===== src/apbo_pkg.sv =====
package apbo_pkg;

	// Action codes carried in s_tuser.
	localparam logic [2:0] ACT_SET   = 3'd0;
	localparam logic [2:0] ACT_CLEAR = 3'd1;
	localparam logic [2:0] ACT_TEST  = 3'd2;
	localparam logic [2:0] ACT_NEXT  = 3'd3;
	localparam logic [2:0] ACT_LAST  = 3'd4;
	localparam logic [2:0] ACT_FULL  = 3'd5;

	// Register indexes on the configuration port.
	localparam logic REG_BASE = 1'b0;
	localparam logic REG_SIZE = 1'b1;

	localparam int unsigned SIZE_W  = 11;
	localparam int unsigned COUNT_W = 64;
	localparam int unsigned ADDR_W  = 32;

	typedef struct packed {
		logic [ADDR_W-1:0] base;
		logic [SIZE_W-1:0] size;
	} cfg_t;

	typedef struct packed {
		logic               start;
		logic [COUNT_W-1:0] num;
		logic [SIZE_W-1:0]  den;
	} div_req_t;

	typedef enum logic [2:0] {
		ST_CLEAR,
		ST_IDLE,
		ST_MAP,
		ST_DIV,
		ST_PUSH
	} state_t;

endpackage


===== src/apbo_ram.sv =====
module apbo_ram #(
	parameter int unsigned WIDTH = 32,
	parameter int unsigned DEPTH = 32
) (
	input  logic                                    clk,
	input  logic                                    we,
	input  logic [((DEPTH > 1) ? $clog2(DEPTH) : 1)-1:0] waddr,
	input  logic [WIDTH-1:0]                        wdata,
	input  logic [((DEPTH > 1) ? $clog2(DEPTH) : 1)-1:0] raddr,
	output logic [WIDTH-1:0]                        rdata
);

	logic [WIDTH-1:0] mem_q [DEPTH];

	always_ff @(posedge clk) begin
		if (we) begin
			mem_q[waddr] <= wdata;
		end
		rdata <= mem_q[raddr];
	end

endmodule


===== src/apbo_divider.sv =====
module apbo_divider (
	input  logic              clk,
	input  logic              arst_n,
	input  apbo_pkg::div_req_t req,
	output logic              done,
	output logic [apbo_pkg::ADDR_W-1:0] rem
);

	logic [apbo_pkg::COUNT_W-1:0] num_q;
	logic [apbo_pkg::SIZE_W-1:0]  den_q;
	logic [apbo_pkg::SIZE_W-1:0]  r_q;
	logic [5:0]                   cnt_q;
	logic                         busy_q;
	logic                         done_q;
	logic [apbo_pkg::SIZE_W:0]    trial;
	logic [apbo_pkg::SIZE_W:0]    diff;
	logic [apbo_pkg::SIZE_W-1:0]  r_next;

	// One restoring step: bring in the next numerator bit, subtract if it fits.
	always_comb begin
		trial  = {r_q, num_q[apbo_pkg::COUNT_W-1]};
		diff   = trial - {1'b0, den_q};
		r_next = (trial >= {1'b0, den_q}) ? diff[apbo_pkg::SIZE_W-1:0]
		                                  : trial[apbo_pkg::SIZE_W-1:0];
	end

	always_ff @(posedge clk or negedge arst_n) begin
		if (!arst_n) begin
			busy_q <= 1'b0;
			done_q <= 1'b0;
			cnt_q  <= '0;
		end else begin
			done_q <= busy_q && (cnt_q == 6'd63);
			if (req.start) begin
				busy_q <= 1'b1;
				cnt_q  <= '0;
			end else if (busy_q) begin
				cnt_q <= cnt_q + 6'd1;
				if (cnt_q == 6'd63) begin
					busy_q <= 1'b0;
				end
			end
		end
	end

	// The numerator rotates, so after 64 steps it holds its original value again.
	always_ff @(posedge clk) begin
		if (req.start) begin
			num_q <= req.num;
			den_q <= req.den;
			r_q   <= '0;
		end else if (busy_q) begin
			num_q <= {num_q[apbo_pkg::COUNT_W-2:0], num_q[apbo_pkg::COUNT_W-1]};
			r_q   <= r_next;
		end
	end

	// With a zero divisor the remainder is the low ADDR_W bits of the numerator itself.
	assign rem  = (den_q == '0) ? num_q[apbo_pkg::ADDR_W-1:0]
	                            : {{(apbo_pkg::ADDR_W - apbo_pkg::SIZE_W){1'b0}}, r_q};
	assign done = done_q;

endmodule


===== src/apbo_regs.sv =====
module apbo_regs (
	input  logic                clk,
	input  logic                arst_n,
	input  logic                psel,
	input  logic                penable,
	input  logic                pwrite,
	input  logic [2:0]          paddr,
	input  logic [31:0]         pwdata,
	output logic [31:0]         prdata,
	output logic                pready,
	output apbo_pkg::cfg_t      cfg
);

	logic                        wr_en;
	logic [apbo_pkg::ADDR_W-1:0] base_q;
	logic [apbo_pkg::SIZE_W-1:0] size_q;

	assign pready = 1'b1;
	assign wr_en  = psel && penable && pwrite;

	always_ff @(posedge clk or negedge arst_n) begin
		if (!arst_n) begin
			base_q <= '0;
			size_q <= apbo_pkg::SIZE_W'(1);
		end else if (wr_en) begin
			unique case (paddr[2])
				apbo_pkg::REG_BASE: base_q <= pwdata;
				apbo_pkg::REG_SIZE: size_q <= pwdata[apbo_pkg::SIZE_W-1:0];
				default: ;
			endcase
		end
	end

	always_comb begin
		unique case (paddr[2])
			apbo_pkg::REG_BASE: prdata = base_q;
			apbo_pkg::REG_SIZE: prdata = {{(32 - apbo_pkg::SIZE_W){1'b0}}, size_q};
			default:            prdata = '0;
		endcase
	end

	assign cfg.base = base_q;
	assign cfg.size = size_q;

endmodule


===== src/address_pool_bitmap_offer.sv =====
// Address pool engine for one lease range.
// Commands arrive on the slave stream: s_tuser carries the action (set used, clear,
// test, next offer, last offer, range-full check), s_tdata carries the slot offset
// and the probe address. Each command beat yields exactly one result beat on the
// master stream, in order. The user must write the range base and size over the APB
// port only while no command is in flight; the block itself does not enforce it.
// The used map lives in a synchronous RAM of POOL_BITS/32 words. Set and clear read
// the word and write it back in the following cycle; a test reads it the same way.
// Those commands go through the map state, then the push state, to the output
// register; the ones that need no lookup go straight to the push state. No new
// command is taken until the push state has handed its result on. An offer computes
// the counter modulo the pool size in a one-bit-per-cycle restoring divider: a next
// offer, or a last offer once an offer has been made, goes through the divide state,
// where the 64-step loop runs, then the push state, so that loop sets the throughput
// for offers. After reset the map is cleared by a sweep that writes one word per
// cycle, during which s_tready stays low. The offer counter resets to zero, the base
// to 0 and the size to 1.
// Results sit in an output register. A new command is accepted while a result still
// waits there; when the receiver stalls, the next result waits in its own stage and
// the engine stops accepting until the output register frees up.
module address_pool_bitmap_offer #(
	parameter int unsigned POOL_BITS = 1024
) (
	input  logic        clk,
	input  logic        arst_n,
	// Configuration port.
	input  logic        psel,
	input  logic        penable,
	input  logic        pwrite,
	input  logic [2:0]  paddr,
	input  logic [31:0] pwdata,
	output logic [31:0] prdata,
	output logic        pready,
	// Command stream.
	input  logic        s_tvalid,
	output logic        s_tready,
	input  logic [2:0]  s_tuser,  // action
	input  logic [47:0] s_tdata,  // [15:0] slot_offset, [47:16] probe_address
	// Result stream.
	output logic        m_tvalid,
	input  logic        m_tready,
	output logic [39:0] m_tdata   // [0] slot_used, [32:1] offer_address,
	                              // [33] range_is_full, [34] ignored, [39:35] zero
);

	localparam int unsigned MAP_WORDS = (POOL_BITS + 31) / 32;
	localparam int unsigned WI        = (MAP_WORDS > 1) ? $clog2(MAP_WORDS) : 1;
	localparam logic [WI-1:0] LAST_WORD = WI'(MAP_WORDS - 1);

	apbo_pkg::cfg_t     cfg;
	apbo_pkg::state_t   state_q, state_d;
	apbo_pkg::div_req_t div_req;
	logic               div_done;
	logic [31:0]        div_rem;

	logic [WI-1:0] clr_q;
	logic          accept;
	logic          out_free;

	logic [15:0]   in_offset;
	logic [31:0]   in_probe;
	logic          in_map;
	logic [31:0]   probe_diff;

	logic          ram_we;
	logic [WI-1:0] ram_waddr;
	logic [31:0]   ram_wdata;
	logic [31:0]   ram_rdata;

	logic [apbo_pkg::COUNT_W-1:0] count_q;

	// Command held while it is worked on.
	logic [2:0]    act_q;
	logic [WI-1:0] word_q;
	logic [4:0]    bit_q;

	// Result stage, then the output register.
	logic          res_used_q, res_full_q, res_ign_q;
	logic [31:0]   res_offer_q;
	logic          m_tvalid_q;
	logic [39:0]   m_tdata_q;

	apbo_regs u_regs (
		.clk     (clk),
		.arst_n  (arst_n),
		.psel    (psel),
		.penable (penable),
		.pwrite  (pwrite),
		.paddr   (paddr),
		.pwdata  (pwdata),
		.prdata  (prdata),
		.pready  (pready),
		.cfg     (cfg)
	);

	apbo_ram #(
		.WIDTH (32),
		.DEPTH (MAP_WORDS)
	) u_map (
		.clk   (clk),
		.we    (ram_we),
		.waddr (ram_waddr),
		.wdata (ram_wdata),
		.raddr (in_offset[5 +: WI]),
		.rdata (ram_rdata)
	);

	apbo_divider u_div (
		.clk    (clk),
		.arst_n (arst_n),
		.req    (div_req),
		.done   (div_done),
		.rem    (div_rem)
	);

	assign in_offset  = s_tdata[15:0];
	assign in_probe   = s_tdata[47:16];
	assign in_map     = {1'b0, in_offset} < 17'(POOL_BITS);
	assign probe_diff = in_probe - cfg.base;

	assign s_tready = (state_q == apbo_pkg::ST_IDLE);
	assign accept   = s_tvalid && s_tready;
	assign out_free = !m_tvalid_q || m_tready;

	// The divider starts on the accepted offer command; a last offer works on the
	// counter value before the most recent increment.
	assign div_req.start = accept && ((s_tuser == apbo_pkg::ACT_NEXT)
	                       || ((s_tuser == apbo_pkg::ACT_LAST) && (count_q != '0)));
	assign div_req.num   = (s_tuser == apbo_pkg::ACT_NEXT) ? count_q
	                                                      : count_q - 64'd1;
	assign div_req.den   = cfg.size;

	always_ff @(posedge clk or negedge arst_n) begin
		if (!arst_n) begin
			state_q <= apbo_pkg::ST_CLEAR;
		end else begin
			state_q <= state_d;
		end
	end

	always_comb begin
		state_d   = state_q;
		ram_we    = 1'b0;
		ram_waddr = word_q;
		ram_wdata = ram_rdata;
		unique case (state_q)
			apbo_pkg::ST_CLEAR: begin
				ram_we    = 1'b1;
				ram_waddr = clr_q;
				ram_wdata = '0;
				if (clr_q == LAST_WORD) begin
					state_d = apbo_pkg::ST_IDLE;
				end
			end
			apbo_pkg::ST_IDLE: begin
				if (accept) begin
					unique case (s_tuser)
						apbo_pkg::ACT_SET, apbo_pkg::ACT_CLEAR:
							state_d = in_map ? apbo_pkg::ST_MAP : apbo_pkg::ST_PUSH;
						apbo_pkg::ACT_TEST:
							state_d = (in_map && ({5'b0, cfg.size} > in_offset))
							          ? apbo_pkg::ST_MAP : apbo_pkg::ST_PUSH;
						apbo_pkg::ACT_NEXT:
							state_d = apbo_pkg::ST_DIV;
						apbo_pkg::ACT_LAST:
							state_d = (count_q != '0) ? apbo_pkg::ST_DIV
							                          : apbo_pkg::ST_PUSH;
						default:
							state_d = apbo_pkg::ST_PUSH;
					endcase
				end
			end
			apbo_pkg::ST_MAP: begin
				// Read data of the word addressed at accept is here now.
				if (act_q == apbo_pkg::ACT_SET) begin
					ram_we    = 1'b1;
					ram_wdata = ram_rdata | (32'd1 << bit_q);
				end else if (act_q == apbo_pkg::ACT_CLEAR) begin
					ram_we    = 1'b1;
					ram_wdata = ram_rdata & ~(32'd1 << bit_q);
				end
				state_d = apbo_pkg::ST_PUSH;
			end
			apbo_pkg::ST_DIV: begin
				if (div_done) begin
					state_d = apbo_pkg::ST_PUSH;
				end
			end
			apbo_pkg::ST_PUSH: begin
				if (out_free) begin
					state_d = apbo_pkg::ST_IDLE;
				end
			end
			default: state_d = apbo_pkg::ST_IDLE;
		endcase
	end

	always_ff @(posedge clk or negedge arst_n) begin
		if (!arst_n) begin
			clr_q      <= '0;
			count_q    <= '0;
			m_tvalid_q <= 1'b0;
		end else begin
			if (state_q == apbo_pkg::ST_CLEAR) begin
				clr_q <= clr_q + WI'(1);
			end
			if (accept && (s_tuser == apbo_pkg::ACT_NEXT)) begin
				count_q <= count_q + 64'd1;
			end
			if ((state_q == apbo_pkg::ST_PUSH) && out_free) begin
				m_tvalid_q <= 1'b1;
			end else if (m_tready) begin
				m_tvalid_q <= 1'b0;
			end
		end
	end

	always_ff @(posedge clk) begin
		if (accept) begin
			act_q       <= s_tuser;
			word_q      <= in_offset[5 +: WI];
			bit_q       <= in_offset[4:0];
			res_offer_q <= '0;
			res_ign_q   <= ((s_tuser == apbo_pkg::ACT_SET) || (s_tuser == apbo_pkg::ACT_CLEAR))
			               && !in_map;
			// A test outside the pool, or beyond the map, reads as used.
			res_used_q  <= (s_tuser == apbo_pkg::ACT_TEST)
			               && (!in_map || ({5'b0, cfg.size} <= in_offset));
			res_full_q  <= (s_tuser == apbo_pkg::ACT_FULL) && (in_probe >= cfg.base)
			               && (probe_diff == ({21'b0, cfg.size} - 32'd1));
		end
		if ((state_q == apbo_pkg::ST_MAP) && (act_q == apbo_pkg::ACT_TEST)) begin
			res_used_q <= ram_rdata[bit_q];
		end
		if ((state_q == apbo_pkg::ST_DIV) && div_done) begin
			res_offer_q <= cfg.base + div_rem;
		end
		if ((state_q == apbo_pkg::ST_PUSH) && out_free) begin
			m_tdata_q <= {5'b0, res_ign_q, res_full_q, res_offer_q, res_used_q};
		end
	end

	assign m_tvalid = m_tvalid_q;
	assign m_tdata  = m_tdata_q;

endmodule


===== config.mk =====
export PLATFORM = sky130hd
export DESIGN_NAME = address_pool_bitmap_offer
export DESIGN_NICKNAME = d
export VERILOG_FILES = /design/src/apbo_pkg.sv /design/src/apbo_ram.sv /design/src/apbo_divider.sv /design/src/apbo_regs.sv /design/src/address_pool_bitmap_offer.sv
export SDC_FILE = /design/constraint.sdc
export NUM_CORES = 2
export LEC_CHECK = 0
export BUFFER_PORTS_ARGS = -buffer_cell sky130_fd_sc_hd__buf_4
export CAP_MARGIN = 15
export CORE_MARGIN = 2
export CORE_UTILIZATION = 45
export DETAILED_ROUTE_END_ITERATION = 16
export PLACE_DENSITY = 0.67
export SLEW_MARGIN = 15
export SYNTH_ARGS = -nofsm -noshare
export SYNTH_HDL_FRONTEND = slang
export SYNTH_SLANG_ARGS = --single-unit

===== constraint.sdc =====
create_clock -name clk -period 5.1 [get_ports clk]
set_input_delay 0.765 -clock clk [delete_from_list [all_inputs] [get_ports clk]]
set_output_delay 0.765 -clock clk [all_outputs]
set_load 0.005 [all_outputs]

Word level (Yosys, flattened, before mapping)
Memories as Yosys holds them, arrays and structs flattened. A register that Yosys moved wholly into a read port is not among the register bits.
Index checks and enable logic that the tools add are counted.

storage, ports and cells
  flip-flop bits (word level) = 293
  memory bits (writable) = 1024
  input bits = 93
  output and inout bits = 75
  logic and storage cells = 129
  memories kept = 1

cells by class
  add/subtract/negate cells = 8
  magnitude comparators = 6
  equality and inequality tests = 18
  shift-type cells = 1
  muxes and demuxes = 37
  bitwise gates (word level) = 4
  reduce and logical (&&, ||, !) cells = 34

memories
  memory       depth  bits a word  read ports  clocked after Yosys merged registers in  wr ports  line            text
  u_map.mem_q  32     32           1           1                                        1         apbo_ram.sv:13  logic [WIDTH-1:0] mem_q [DEPTH];

operators by type and width
  kind                     number
  $mux W64                 3
  $mux W32                 5
  $pmux W32 S2             2
  $add A64 B1 Y64 const B  1
  $reduce_bool A64 Y1      1
  $sub A64 B1 Y64 const B  1
  $add A32 B32 Y32         1
  $and A32 B32 Y32         1
  $eq A32 B32 Y1           1
  $ge A32 B32 Y1           1
  $not A32 Y32             1
  $or A32 B32 Y32          1
  $shl A1 B5 Y32 const A   1
  $sub A32 B32 Y32         1
  $mux W3                  7
  $gt A11 B16 Y1           1
  $le A11 B16 Y1           1
  $lt A16 B11 Y1 const B   1
  $eq A3 B2 Y1 const B     5
  $logic_and A1 B1 Y1      15
  $pmux W3 S5              1
  $ge A12 B11 Y1           1
  $mux W1                  12
  $mux W6                  2
  other kinds (25)         41

Longest topological paths before layout
  depth in word-level cells = 6
  gate-level depth with buffers = 18
  depth with buffers taken out = 17

Cells and area by module
A second synthesis with hierarchy kept.

second synthesis, totals
  cells, all modules = 4190
  area, all modules = 59799.9 sq um

by module, submodules not included
  module                     instances  cells each  area each (sq um)  seq. area each (sq um)
  apbo_ram                   1          2260        40491.3            31390.1
  address_pool_bitmap_offer  1          1448        12583.3            4319.1
  apbo_divider               1          352         4692.0             2672.6
  apbo_regs                  1          130         2033.2             1077.3

Worst setup path before layout
No wires, ideal clock.

  kind = reg2reg
  start = register u_div.den_q[1] in the netlist's numbering
  end = register res_offer_q[29], data pin
  setup time = 0.266 ns
  arrival = 4.574 ns
  required time = 4.834 ns
  setup slack = 0.260 ns
  cell stages (with the launch flop) = 17
  path buffers = 1
  period minus slack after synthesis = 4.840 ns
  path through = edfxtp_1 nor4_1 nand2_1 nor4_1 clkbuf_1 mux2_2 ha_1 a21o_1 a21o_1 a2111oi_0 nor3_1 a2111oi_0 nor3_1 o31ai_1 a31oi_1 xnor2_1 nor2_1

between the ends
  word-level cells in the longest chain between the ends = 4

RTL lines
  item                    line                              text
  start, declared         apbo_divider.sv:10                logic [apbo_pkg::SIZE_W-1:0] den_q;
  start signal, assigned  apbo_divider.sv:50                den_q <= req.den;
  $logic_not A11 Y1       apbo_divider.sv:59                assign rem = (den_q == '0) ? num_q[apbo_pkg::ADDR_W-1:0]
  $mux W32                apbo_divider.sv:59
  $add A32 B32 Y32        address_pool_bitmap_offer.sv:236  res_offer_q <= cfg.base + div_rem;
  $mux W32                address_pool_bitmap_offer.sv:235  if ((state_q == apbo_pkg::ST_DIV) && div_done) begin
  end signal, assigned    address_pool_bitmap_offer.sv:236
  end, declared           address_pool_bitmap_offer.sv:79   logic [31:0] res_offer_q;

Every way passes these cells.
A chain may end at the register's enable or synchronous reset.

Worst setup path after layout
Same ends and word-level chain as after synthesis.

==> metrics.txt <==
status=completed; CTS HTree Levels=4; biggest cell delay along the critical path=0.46 ns; power share of the clock group=0.318; Die H=365 um; M1 WL=61.0 mm; worst-path cell chain=nor4_2, nand2_1, nor4_4, buf_12, mux2_2, ha_1, a21o_1, a21o_1, a2111oi_1, buf_4, nor3_1, a2111oi_1, buf_4, nor3_1, o31ai_1, buf_4, a31oi_1, xnor2_1, nor2_1; Worst R2R Path Depth=19; layout overhead on the synthesized area=14.7%; post-route cell area=67200 sq um; Most common cell on crit path=buf_4; initial antenna violation count=2; first-pass GRT wire length=218 mm; RR Startpoint=u_div.den_q[1]$_DFFE_PP_; Net Sw Power=9270 uW; Longest Clk Path Bufs=3; WHS=0.0735 ns; Setup Skew=0.0308 ns; Vias=33300; Yosys cell types=88; RePlAce Congestion=0.929; max_slew headroom=0.221; Rows=132; Comb power frac=0.206; critical path type=reg2reg; worst vdd ir=0.000411 V; io pins=168; synthesis-stage register bit count=1349; sequential power share=0.476; IO Port Bufs=159; CTS buffer count=141; CTS sink count=1349; P_int=22800 uW; vias in the first global route=33100; all-layer global routing usage=0.223; setup ws final=0.345 ns; FMAX=0.210 GHz; predominant post-synthesis flop cell=edfxtp_1; DR top layer=met5; DR iter-0 viols=3686; r2r endpoint=res_offer_q[29]$_SDFFCE_PN0P_; share of cells above drive strength 1=0.233; post-place instance area=62600 sq um; Worst EP arrival=5.26 ns; crit end category=flip-flop; Seq/Total Area, Yosys=0.673; Worst Setup Start Kind=flip-flop; DRC=0; Finish-stage setup viols=0; Clock Latency Late Sink=0.78 ns; Sw Ratio=0.289; CP top delay family=compound AO/OA/AOI/OAI gates; static leakage=0.0233 uW; Async SR Flop Fraction=0.0919; Total Nets Final=3989; Final Cycle Share=0.932; Slew Limit Fails=0; pre-CTS setup slack=0.114 ns; cell count after synthesis=3602; Crit path required time=5.60 ns; routed wl met2=69.3 mm; Crit Path Max Fanout=33; die width=365 um; CP Buf/Inv Count=4; Post-DRT Antenna Nets=0; max_cap viols=0; Tmin final=4.76 ns; Post-CTS Setup Repair Bufs=0; hold crit path type=in2async; post-synthesis cell area=58600 sq um; syn avg cell area=16.3 sq um; 1st-pass router iterations=5; largest net degree at the start of global routing=83; most frequent cells in the layout=edfxtp_1 (1182), mux4_2 (330), nand2_1 (293), buf_4 (199), o21ai_0 (190); EDFF count, synth=1182; commonest non-fill, non-tap cell in the layout=edfxtp_1; PwrDens=477 nW/um^2; WL final=147 mm; total gr overflow=0; Avg WL per Cell=26.0 um; Initial Util=0.453; vias per inst=5.88; total core area=129000 sq um; post-detail-place hpwl=89.8 mm; DIE AREA=133000 sq um; slowest cell on the critical path=edfxtp_1; CTS tree=built; Hold Violations, Final=0; root buf cell=clkbuf_16; measured slew at the worst slew-check pin=1.16 ns; yosys warns=0; routed length on met3=12.0 mm; R2R setup slack=0.34 ns; clock slew at reported path FFs=0.06 ns
[layer usage]
metal	vias to the layer above	global-route usage
met3	253	0.0436
met2	1375	0.352
met1	17100	0.308
li1	14500	-
met5	-	0
met4	4	0.0829
[metrics by stage]
step	TNS, ns	std cells	utilization	power [uW]
6_report	0	5658	0.520	32100
4_1_cts	0	5657	0.519	32200
3_3_place_gp	0	5400	0.484	21900
5_1_grt	-0.0232	5657	0.520	33400
2_1_floorplan	0	3606	-	19400
3_5_place_dp	0	5400	0.484	22000
[power by group through the flow]
stage                     clock (uW)  combinational (uW)  sequential, uW
after CTS                      10400                6590           15300
after floorplan                    0                4250           15100
after global routing           10800                7210           15400
final                          10200                6590           15300
after detailed placement           0                6550           15500
after global placement             0                6430           15400
[final cells by class]
cell class | instances | area (sq um)
Sequential cell | 1349 | 39500
Inverter | 89 | 342
Timing Repair Buffer | 238 | 2260
Multi-Input combinational cell | 1982 | 18400
Clock inverter | 77 | 806
Clock buffer | 180 | 3800
Tap cell | 1742 | 2180
Antenna cell | 1 | 2.50
Fill cell | 10300 | 62100
[worst max-delay path by stage]
stage | start | end | cells past startpoint
CTS | u_div.den_q[1]$_DFFE_PP_ | res_offer_q[31]$_SDFFCE_PN0P_ | 18
detailed placement | u_div.den_q[1]$_DFFE_PP_ | res_offer_q[31]$_SDFFCE_PN0P_ | 18
finish | u_div.den_q[1]$_DFFE_PP_ | res_offer_q[29]$_SDFFCE_PN0P_ | 19
global placement | u_div.den_q[7]$_DFFE_PP_ | res_offer_q[31]$_SDFFCE_PN0P_ | 18
floorplan | u_div.den_q[1]$_DFFE_PP_ | res_offer_q[29]$_SDFFCE_PN0P_ | 16
global route | u_div.den_q[1]$_DFFE_PP_ | res_offer_q[29]$_SDFFCE_PN0P_ | 19
[flip-flops by register name (all words and copies together) (netlist names), 6 cells and up]
signal,count
u_regs.base_q,32
u_regs.size_q,11
u_div.num_q,64
u_div.den_q,11
m_tdata,35
u_div.cnt_q,6
u_map.mem_q,1024
count_q,64
res_offer_q,32
u_div.r_q,11
u_map.rdata,32
[worst reg2reg max path, stage by stage, from the launching register on]
cell and delay (ns):
edfxtp_1 0.46, nor4_2 0.33, nand2_1 0.15, nor4_4 0.23, buf_12 0.22, mux2_2 0.38
ha_1 0.28, a21o_1 0.15, a21o_1 0.21, a2111oi_1 0.46, buf_4 0.19, nor3_1 0.05
a2111oi_1 0.41, buf_4 0.19, nor3_1 0.07, o31ai_1 0.25, buf_4 0.16, a31oi_1 0.10
xnor2_1 0.15, nor2_1 0.05
[cell families after synthesis]
kind of cell    share of synthesized area
flops                               0.673
simple gates                       0.0691
compound gates                     0.0486
xor+xnor                           0.0297
other cells                      0.000128
buf+inv                            0.0186
fa+ha+maj                          0.0207
mux                                 0.140
[timing repair]
item | in CTS | in global routing
hold buffers | 0 | 0
setup endpoints to repair | 0 | 11
gates resized for setup | 0 | 7
[cell usage after synthesis, types with 5 or more instances]
cell / instances / share of area
edfxtp_1: 1182 / 0.61
mux4_2: 330 / 0.13
nand2_1: 293 / 0.019
nor2_1: 193 / 0.012
o21ai_0: 190 / 0.016
xnor2_1: 139 / 0.021
clkbuf_1: 131 / 0.0084
dfrtp_1: 123 / 0.053
ha_1: 92 / 0.020
inv_1: 88 / 0.0056
a21oi_1: 72 / 0.0061
xor2_1: 60 / 0.0090
mux2_2: 59 / 0.011
nor3_1: 51 / 0.0044
nand3_1: 49 / 0.0042
dfxtp_1: 43 / 0.015
nand4_1: 36 / 0.0038
a22o_1: 32 / 0.0048
and2_1: 31 / 0.0033
a21o_1: 30 / 0.0038
buf_1: 30 / 0.0019
and3_1: 25 / 0.0027
nor4_1: 25 / 0.0027
or3_1: 17 / 0.0018
buf_2: 16 / 0.0014
nand2b_1: 16 / 0.0017
nor2b_1: 16 / 0.0017
a31oi_1: 15 / 0.0016
o21a_1: 15 / 0.0019
nand3b_1: 14 / 0.0018
a211oi_1: 13 / 0.0017
or4_1: 12 / 0.0015
mux2i_1: 10 / 0.0017
or2_2: 10 / 0.0011
o31ai_1: 9 / 0.0012
and4_1: 8 / 0.0012
buf_4: 8 / 0.0010
a21boi_0: 7 / 0.00090
a2111oi_0: 6 / 0.00090
o2111ai_1: 6 / 0.00090
o211ai_1: 6 / 0.00077
nand4b_1: 5 / 0.00075
o21bai_1: 5 / 0.00064
o31a_1: 5 / 0.00075
(Power assumes the default switching activity.)
